===== src/rtl/sds_pkg.sv =====
package sds_pkg;

    localparam int CFG_DATA_W = 16;
    localparam int CFG_IDX_W  = 3;
    localparam int CFG_DUTY_W = 10;
    localparam int TIMER_W    = 16;
    localparam int REDO_W     = 8;

    typedef enum logic [CFG_IDX_W-1:0] {
        REG_LATCHING_MODE    = 3'd0,
        REG_INVERT_REQUEST   = 3'd1,
        REG_BRAKE_HIGH       = 3'd2,
        REG_ENERGISE_MS      = 3'd3,
        REG_ENERGISE_DUTY    = 3'd4,
        REG_HOLD_DUTY        = 3'd5,
        REG_REDO_COUNT       = 3'd6,
        REG_REDO_INTERVAL_MS = 3'd7
    } cfg_idx_t;

    typedef enum logic {
        CMD_REQUEST = 1'b0,
        CMD_TICK    = 1'b1
    } cmd_t;

    typedef enum logic [2:0] {
        PH_IDLE     = 3'd0,
        PH_ENERGISE = 3'd1,
        PH_HOLD     = 3'd2,
        PH_PULSE    = 3'd3,
        PH_GAP      = 3'd4,
        PH_REST     = 3'd5
    } phase_t;

    typedef struct packed {
        logic                  latching_mode;
        logic                  invert_request;
        logic                  brake_high;
        logic [TIMER_W-1:0]    energise_ms;
        logic [CFG_DUTY_W-1:0] energise_duty;
        logic [CFG_DUTY_W-1:0] hold_duty;
        logic [REDO_W-1:0]     redo_count;
        logic [TIMER_W-1:0]    redo_interval_ms;
    } cfg_t;

endpackage


===== src/rtl/sds_cfg_regs.sv =====
module sds_cfg_regs
    import sds_pkg::*;
(
    input  logic                  aclk,
    input  logic                  aresetn,
    input  logic                  cfg_wr_en,
    input  logic [CFG_IDX_W-1:0]  cfg_index,
    input  logic [CFG_DATA_W-1:0] cfg_wdata,
    output cfg_t                  cfg
);

    cfg_t cfg_reg;

    always_ff @(posedge aclk) begin
        if (!aresetn) begin
            cfg_reg.latching_mode    <= 1'b0;
            cfg_reg.invert_request   <= 1'b0;
            cfg_reg.brake_high       <= 1'b0;
            cfg_reg.energise_ms      <= 16'd100;
            cfg_reg.energise_duty    <= 10'd1023;
            cfg_reg.hold_duty        <= 10'd512;
            cfg_reg.redo_count       <= 8'd0;
            cfg_reg.redo_interval_ms <= 16'd100;
        end else if (cfg_wr_en) begin
            case (cfg_idx_t'(cfg_index))
                REG_LATCHING_MODE:    cfg_reg.latching_mode    <= cfg_wdata[0];
                REG_INVERT_REQUEST:   cfg_reg.invert_request   <= cfg_wdata[0];
                REG_BRAKE_HIGH:       cfg_reg.brake_high       <= cfg_wdata[0];
                REG_ENERGISE_MS:      cfg_reg.energise_ms      <= cfg_wdata[TIMER_W-1:0];
                REG_ENERGISE_DUTY:    cfg_reg.energise_duty    <= cfg_wdata[CFG_DUTY_W-1:0];
                REG_HOLD_DUTY:        cfg_reg.hold_duty        <= cfg_wdata[CFG_DUTY_W-1:0];
                REG_REDO_COUNT:       cfg_reg.redo_count       <= cfg_wdata[REDO_W-1:0];
                REG_REDO_INTERVAL_MS: cfg_reg.redo_interval_ms <= cfg_wdata[TIMER_W-1:0];
                default: ;
            endcase
        end
    end

    assign cfg = cfg_reg;

endmodule


===== src/rtl/sds_seq.sv =====
module sds_seq
    import sds_pkg::*;
#(
    parameter int HAS_ENABLE    = 1,
    parameter int DUTY_BITS     = 10,
    parameter int REST_DELAY_MS = 1000
) (
    input  logic                 aclk,
    input  logic                 aresetn,
    input  cfg_t                 cfg,
    input  logic                 in_valid,
    input  logic                 in_cmd,
    input  logic                 in_state_req,
    output logic                 in_ready,
    input  logic                 out_ready,
    output logic                 out_valid,
    output logic [DUTY_BITS-1:0] duty,
    output logic                 brake,
    output logic                 enable,
    output logic                 switch_state
);

    localparam int WIDE_W = DUTY_BITS + CFG_DUTY_W;
    localparam logic [DUTY_BITS-1:0] DUTY_FULL = {DUTY_BITS{1'b1}};

    phase_t               phase_reg, phase_next;
    logic [TIMER_W-1:0]   timer_reg, timer_next;
    logic [REDO_W-1:0]    redo_reg, redo_next;
    logic                 req_reg, req_next;
    logic [DUTY_BITS-1:0] duty_reg, duty_next;
    logic                 brake_reg, brake_next;
    logic                 enable_reg, enable_next;
    logic                 out_valid_reg;

    logic                 adv, is_req, is_tick, active, fire, drive, gap_drive;
    logic [WIDE_W-1:0]    ener_wide, hold_wide;
    logic [DUTY_BITS-1:0] ener_duty, hold_duty, ener_mir, hold_mir;
    logic [DUTY_BITS-1:0] lvl_bh, lvl_nbh;
    logic                 en_on;

    assign in_ready = !out_valid_reg || out_ready;
    assign adv      = in_valid && in_ready;
    assign is_req   = adv && (cmd_t'(in_cmd) == CMD_REQUEST);
    assign is_tick  = adv && (cmd_t'(in_cmd) == CMD_TICK);
    assign active   = (phase_reg != PH_IDLE) && (phase_reg != PH_HOLD);
    assign fire     = is_tick && active && (timer_reg[TIMER_W-1:1] == '0);
    assign drive    = in_state_req ^ cfg.invert_request;
    assign gap_drive = req_reg ^ cfg.invert_request;

    assign ener_wide = {{DUTY_BITS{1'b0}}, cfg.energise_duty};
    assign hold_wide = {{DUTY_BITS{1'b0}}, cfg.hold_duty};
    assign ener_duty = ener_wide[DUTY_BITS-1:0];
    assign hold_duty = hold_wide[DUTY_BITS-1:0];
    assign ener_mir  = cfg.brake_high ? (DUTY_FULL - ener_duty) : ener_duty;
    assign hold_mir  = cfg.brake_high ? (DUTY_FULL - hold_duty) : hold_duty;
    assign lvl_bh    = {DUTY_BITS{cfg.brake_high}};
    assign lvl_nbh   = {DUTY_BITS{!cfg.brake_high}};
    assign en_on     = (HAS_ENABLE != 0);

    // phase, timer, redo count, request
    always_comb begin
        phase_next = phase_reg;
        timer_next = timer_reg;
        redo_next  = redo_reg;
        req_next   = req_reg;
        if (is_req) begin
            req_next = in_state_req;
            if (cfg.latching_mode) begin
                phase_next = PH_PULSE;
                timer_next = cfg.energise_ms;
            end else if (drive) begin
                phase_next = PH_ENERGISE;
                timer_next = cfg.energise_ms;
            end else begin
                phase_next = PH_IDLE;
                timer_next = '0;
            end
        end else if (fire) begin
            case (phase_reg)
                PH_ENERGISE: begin
                    phase_next = PH_HOLD;
                    timer_next = '0;
                end
                PH_PULSE: begin
                    if (redo_reg < cfg.redo_count) begin
                        redo_next  = redo_reg + 8'd1;
                        phase_next = PH_GAP;
                        timer_next = cfg.redo_interval_ms;
                    end else begin
                        redo_next = '0;
                        if (en_on) begin
                            phase_next = PH_REST;
                            timer_next = TIMER_W'(REST_DELAY_MS);
                        end else begin
                            phase_next = PH_IDLE;
                            timer_next = '0;
                        end
                    end
                end
                PH_GAP: begin
                    phase_next = PH_PULSE;
                    timer_next = cfg.energise_ms;
                end
                PH_REST: begin
                    phase_next = PH_IDLE;
                    timer_next = '0;
                end
                default: ;
            endcase
        end else if (is_tick && active) begin
            timer_next = timer_reg - 16'd1;
        end
    end

    // pin levels
    always_comb begin
        duty_next   = duty_reg;
        brake_next  = brake_reg;
        enable_next = enable_reg;
        if (is_req) begin
            if (cfg.latching_mode) begin
                duty_next   = drive ? lvl_nbh : lvl_bh;
                brake_next  = drive ? cfg.brake_high : !cfg.brake_high;
                enable_next = en_on;
            end else if (drive) begin
                duty_next   = ener_mir;
                brake_next  = cfg.brake_high;
                enable_next = en_on;
            end else begin
                duty_next   = lvl_nbh;
                brake_next  = !cfg.brake_high;
                enable_next = 1'b0;
            end
        end else if (fire) begin
            case (phase_reg)
                PH_ENERGISE: duty_next = hold_mir;
                PH_PULSE: begin
                    duty_next  = lvl_bh;
                    brake_next = cfg.brake_high;
                end
                PH_GAP: begin
                    duty_next   = gap_drive ? lvl_nbh : lvl_bh;
                    brake_next  = gap_drive ? cfg.brake_high : !cfg.brake_high;
                    enable_next = en_on;
                end
                PH_REST: begin
                    duty_next   = lvl_nbh;
                    brake_next  = !cfg.brake_high;
                    enable_next = 1'b0;
                end
                default: ;
            endcase
        end
    end

    always_ff @(posedge aclk) begin
        if (!aresetn) begin
            phase_reg     <= PH_IDLE;
            timer_reg     <= '0;
            redo_reg      <= '0;
            req_reg       <= 1'b0;
            duty_reg      <= '0;
            brake_reg     <= 1'b0;
            enable_reg    <= 1'b0;
            out_valid_reg <= 1'b0;
        end else begin
            phase_reg     <= phase_next;
            timer_reg     <= timer_next;
            redo_reg      <= redo_next;
            req_reg       <= req_next;
            duty_reg      <= duty_next;
            brake_reg     <= brake_next;
            enable_reg    <= enable_next;
            out_valid_reg <= adv || (out_valid_reg && !out_ready);
        end
    end

    assign out_valid    = out_valid_reg;
    assign duty         = duty_reg;
    assign brake        = brake_reg;
    assign enable       = enable_reg;
    assign switch_state = req_reg;

endmodule


===== src/rtl/solenoid_drive_sequencer_core.sv =====
// Solenoid hit-and-hold / latching sequencer.
// Result path: an accepted input beat passes the input register, then the
// state/result register, before its result beat is valid on the master port.
// One beat per cycle while m_tready is high; state update is combinational.
// Reset: aresetn synchronous active low; config to defaults, phase idle,
// pins and timers zero, no beats pending.
module solenoid_drive_sequencer_core
    import sds_pkg::*;
#(
    parameter int HAS_ENABLE    = 1,
    parameter int DUTY_BITS     = 10,
    parameter int REST_DELAY_MS = 1000
) (
    input  logic                  aclk,
    input  logic                  aresetn,
    input  logic                  s_tvalid,
    output logic                  s_tready,
    input  logic [7:0]            s_tdata,   // [0] state_req
    input  logic [0:0]            s_tuser,   // [0] cmd
    output logic                  m_tvalid,
    input  logic                  m_tready,
    output logic [15:0]           m_tdata,   // [9:0] drive_duty, [10] brake_pin,
                                             // [11] enable_pin, [12] switch_state
    input  logic                  cfg_wr_en,
    input  logic [CFG_IDX_W-1:0]  cfg_index,
    input  logic [CFG_DATA_W-1:0] cfg_wdata
);

    localparam int WIDE_W = DUTY_BITS + CFG_DUTY_W;

    cfg_t                 cfg;
    logic                 in_valid_reg;
    logic                 in_cmd_reg;
    logic                 in_req_reg;
    logic                 seq_ready;
    logic [DUTY_BITS-1:0] duty;
    logic [WIDE_W-1:0]    duty_wide;
    logic                 brake, enable, switch_state;

    sds_cfg_regs u_cfg (
        .aclk      (aclk),
        .aresetn   (aresetn),
        .cfg_wr_en (cfg_wr_en),
        .cfg_index (cfg_index),
        .cfg_wdata (cfg_wdata),
        .cfg       (cfg)
    );

    assign s_tready = !in_valid_reg || seq_ready;

    always_ff @(posedge aclk) begin
        if (!aresetn) begin
            in_valid_reg <= 1'b0;
        end else if (s_tready) begin
            in_valid_reg <= s_tvalid;
        end
    end

    always_ff @(posedge aclk) begin
        if (s_tvalid && s_tready) begin
            in_cmd_reg <= s_tuser[0];
            in_req_reg <= s_tdata[0];
        end
    end

    sds_seq #(
        .HAS_ENABLE    (HAS_ENABLE),
        .DUTY_BITS     (DUTY_BITS),
        .REST_DELAY_MS (REST_DELAY_MS)
    ) u_seq (
        .aclk         (aclk),
        .aresetn      (aresetn),
        .cfg          (cfg),
        .in_valid     (in_valid_reg),
        .in_cmd       (in_cmd_reg),
        .in_state_req (in_req_reg),
        .in_ready     (seq_ready),
        .out_ready    (m_tready),
        .out_valid    (m_tvalid),
        .duty         (duty),
        .brake        (brake),
        .enable       (enable),
        .switch_state (switch_state)
    );

    assign duty_wide = {{CFG_DUTY_W{1'b0}}, duty};
    assign m_tdata   = {3'b000, switch_state, enable, brake, duty_wide[CFG_DUTY_W-1:0]};

endmodule

===== config.mk =====
export PLATFORM = sky130hd
export DESIGN_NAME = solenoid_drive_sequencer_core
export DESIGN_NICKNAME = d
export VERILOG_FILES = /design/src/rtl/sds_pkg.sv /design/src/rtl/sds_cfg_regs.sv /design/src/rtl/sds_seq.sv /design/src/rtl/solenoid_drive_sequencer_core.sv
export SDC_FILE = /design/constraint.sdc
export NUM_CORES = 1
export LEC_CHECK = 0
export BUFFER_PORTS_ARGS = -buffer_cell sky130_fd_sc_hd__clkbuf_2
export CAP_MARGIN = 20
export CORE_ASPECT_RATIO = 0.7
export CORE_MARGIN = 2
export CORE_UTILIZATION = 35
export DETAILED_ROUTE_END_ITERATION = 6
export GPL_TIMING_DRIVEN = 0
export SYNTH_ARGS = -nofsm -noshare
export SYNTH_HDL_FRONTEND = slang
export SYNTH_SLANG_ARGS = --single-unit

===== constraint.sdc =====
create_clock -name aclk -period 3.5 [get_ports aclk]
set_input_delay 0 -clock aclk [delete_from_list [all_inputs] [get_ports aclk]]
set_output_delay 0 -clock aclk [all_outputs]
set_load 0.05 [all_outputs]

==> run_results.csv <==
group,metric,value,unit
cells_and_area,drive_gt1_frac,0.103,
pwr,pwr_density_cell,424,nW/um2
placement,place_hpwl,11700,um
clocking,clk_latency,0.35,ns
detailed_routing,wl_per_cell,16.6,um
synthesis,syn-instance-count,698,
synthesis,syn_area_per_cell,7.89,um2
die,fp-row-count,38,
synthesis,ys_seq_area_frac,0.393,
job,maxCapViolCount,0,
setup_path,reg2reg_from,"u_seq.redo_reg[1]",
setup_path,cp_data_arrival_time,2.97,ns
cells_and_area,final_cell_mix,"nand2_1, dfxtp_1, o21ai_0",
die,start_util,0.356,
cells_and_area,finalNonFillerCells,968,
detailed_routing,num_vias,5148,
synthesis,yosys_warnings,0,
die,core,15500,um2
detailed_routing,first_pass_iters,5,
clocking,cts_num_sinks,107,
sta,finalSetupViolations,0,
sta,fin_crit_sh,0.788,
die,die_area,16800,um2
setup_path,cp_data_required_time,3.71,ns
global_routing,grt_max_degree,19,
synthesis,synth_top_cell_area_share,0.382,
clocking,clk_pin_slew,0.08,ns
setup_path,crit_type,"register to register",
clocking,post_cts_resized,0,
synthesis,synth_cell_types,61,
synthesis,synth.cell_area,5510,um2
die,io_pins,51,
sta,hold_viol,0,
clocking,cts_tree,"yes",
synthesis,ys_top_cells_by_area,"dfxtp_1, nand2_1, a21boi_0",
cells_and_area,fillCellCount,1593,
sta,fmax,362,MHz
detailed_routing,drc,0,
global_routing,grt_pass1_wl,25600,um
sta,timing.final.crit_period,2.76,ns
setup_path,crit_path_start_kind,"register",
sta,slew_violations,0,
setup_path,cp-end-kind,"register",
setup_path,startpoint,"u_seq.redo_reg[1]",
sta,skew,0.00864,ns
worst_hold_path,worstHoldStart,"cfg_wdata[5]",
cells_and_area,largest_reg_flops,63,
global_routing,grt_antenna_before_repair,0,
detailed_routing,ant_nets,0,
sta,rsz0062_at_grt,"false",
cells_and_area,layout_commonest_cell,"nand2_1",
synthesis,synth_edf_count,2,
detailed_routing,vias_per_cell,5.32,
cells_and_area,syn_to_final_growth,15.9,%
cells_and_area,diodes,0,
cells_and_area,utilization,0.413,
placement,gp_congestion,0.861,
placement,portBuffers,38,
clocking,root_buffer,"clkbuf_16",
pwr,max-vdd-ir-drop,239,uV
cells_and_area,nets,806,
clocking,hold_buffers,15,
synthesis,synth_top_area_cell,"dfxtp_1",
detailed_routing,drt_iter0_drc,503,
placement,pre_cts_slack,0.802,ns
placement,place_inst,938,
synthesis,async_reset_ff_frac,0,
worst_hold_path,hold_class,"input pin to register",
die,die_h,109,um
sta,tns,0,ns
global_routing,grt_pass1_vias,4583,
sta,fin_ws,0.741,ns
setup_path,critPathMaxFanout,6,
clocking,cts_buffers,9,
clocking,h-tree-depth,3,
die,die_w,154,um
global_routing,grt-ovfl-total,0,
global_routing,grt_use_total,0.196,
detailed_routing,drt_wl_total,16000,um
sta,worst_slew_pin_slew,1.04,ns
clocking,post_cts_buffers,0,
status,status,"finished clean",
pwr,p_leak,2.44,nW
clocking,clockBufferDepth,2,
synthesis,synth-seq-cells,107,
synthesis,synthFlopType,"dfxtp_1",
sta,maxSlewHeadroom,0.291,
==> stage by stage <==
| stage | hold slack (ns) | instance area [um2] | power [mW] |
|---|---|---|---|
| finish | 0.00855 | 6380 | 2.71 |
| global route | 0.0119 | 6380 | 2.81 |
| CTS | 0.000753 | 6380 | 2.71 |
| detailed placement | 0.184 | 5950 | 1.74 |
| global placement | 0.184 | 5950 | 1.74 |
| floorplan | 0.0989 | 5510 | 1.62 |
==> synthesized netlist by cell type (3+ instances only) <==
| master | n |
|---|---|
| mux2i_1 | 4 |
| buf_4 | 6 |
| and3_1 | 3 |
| a21boi_0 | 46 |
| o211ai_1 | 7 |
| nand3_1 | 28 |
| clkbuf_1 | 33 |
| nor2b_1 | 5 |
| ha_1 | 9 |
| o31ai_1 | 4 |
| nand2b_1 | 6 |
| dfxtp_1 | 105 |
| a21o_1 | 8 |
| or3_1 | 5 |
| xnor2_1 | 7 |
| nor2_1 | 39 |
| nor3_1 | 12 |
| nand2_1 | 165 |
| a221oi_1 | 9 |
| nand4_1 | 9 |
| inv_1 | 11 |
| a21oi_1 | 28 |
| or2_2 | 5 |
| a31oi_1 | 17 |
| o21ai_0 | 49 |
| a32o_1 | 4 |
| buf_2 | 4 |
| xor2_1 | 20 |
| a22o_1 | 9 |
| nand3b_1 | 3 |
==> routing by layer <==
metal | part of all wire | GRT usage | up-vias
met5 | 0 | 0 | -
met4 | 0.0059 | 0.0347 | 0
met3 | 0.082 | 0.0449 | 10
met2 | 0.38 | 0.263 | 185
met1 | 0.53 | 0.315 | 2358
li1 | - | - | 2595
==> cell type report <==
cell class                      count  area [um2]  area share
Buffer                             46         208      0.0326
Clock buffer                        9         225      0.0353
Clock inverter                      6        50.0     0.00784
Inverter                           11        41.3     0.00647
Multi-Input combinational cell    536        3100       0.486
Sequential cell                   107        2160       0.339
Tap cell                          200         250      0.0392
Timing Repair Buffer               53         340      0.0533
==> cells by family after synthesis <==
group           count (synthesis)  synth area share
fa+ha+maj                       9            0.0205
mux                             4           0.00727
xor+xnor                       27            0.0429
compound gates                201             0.245
simple gates                  292             0.246
buf+inv                        57            0.0452
flops                         107             0.393
other cells                     1          0.000681
==> critical path, cell delays in order (launching register included) <==
cell	delay, ns
dfxtp_1	0.45
ha_1	0.27
a2111oi_0	0.89
o31ai_1	0.41
o21ai_0	0.38
a21o_1	0.17
a31oi_1	0.07
==> final timing paths <==
check                            end  slack (ns)  cells after the start
setup / recovery  u_seq.timer_reg[6]        0.74                      6
hold reg to reg         u_cfg.cfg[8]        0.47                      2
setup reg to reg  u_seq.timer_reg[6]        0.74                      6
hold / removal         u_cfg.cfg[39]       0.009                      3
==> report_power, final <==
| group | internal, mW | switching [mW] |
|---|---|---|
| Clock | 0.488 | 0.484 |
| Sequential | 1.26 | 0.0383 |
| Combinational | 0.172 | 0.267 |
Note: power is estimated with default switching activity, not from simulation.
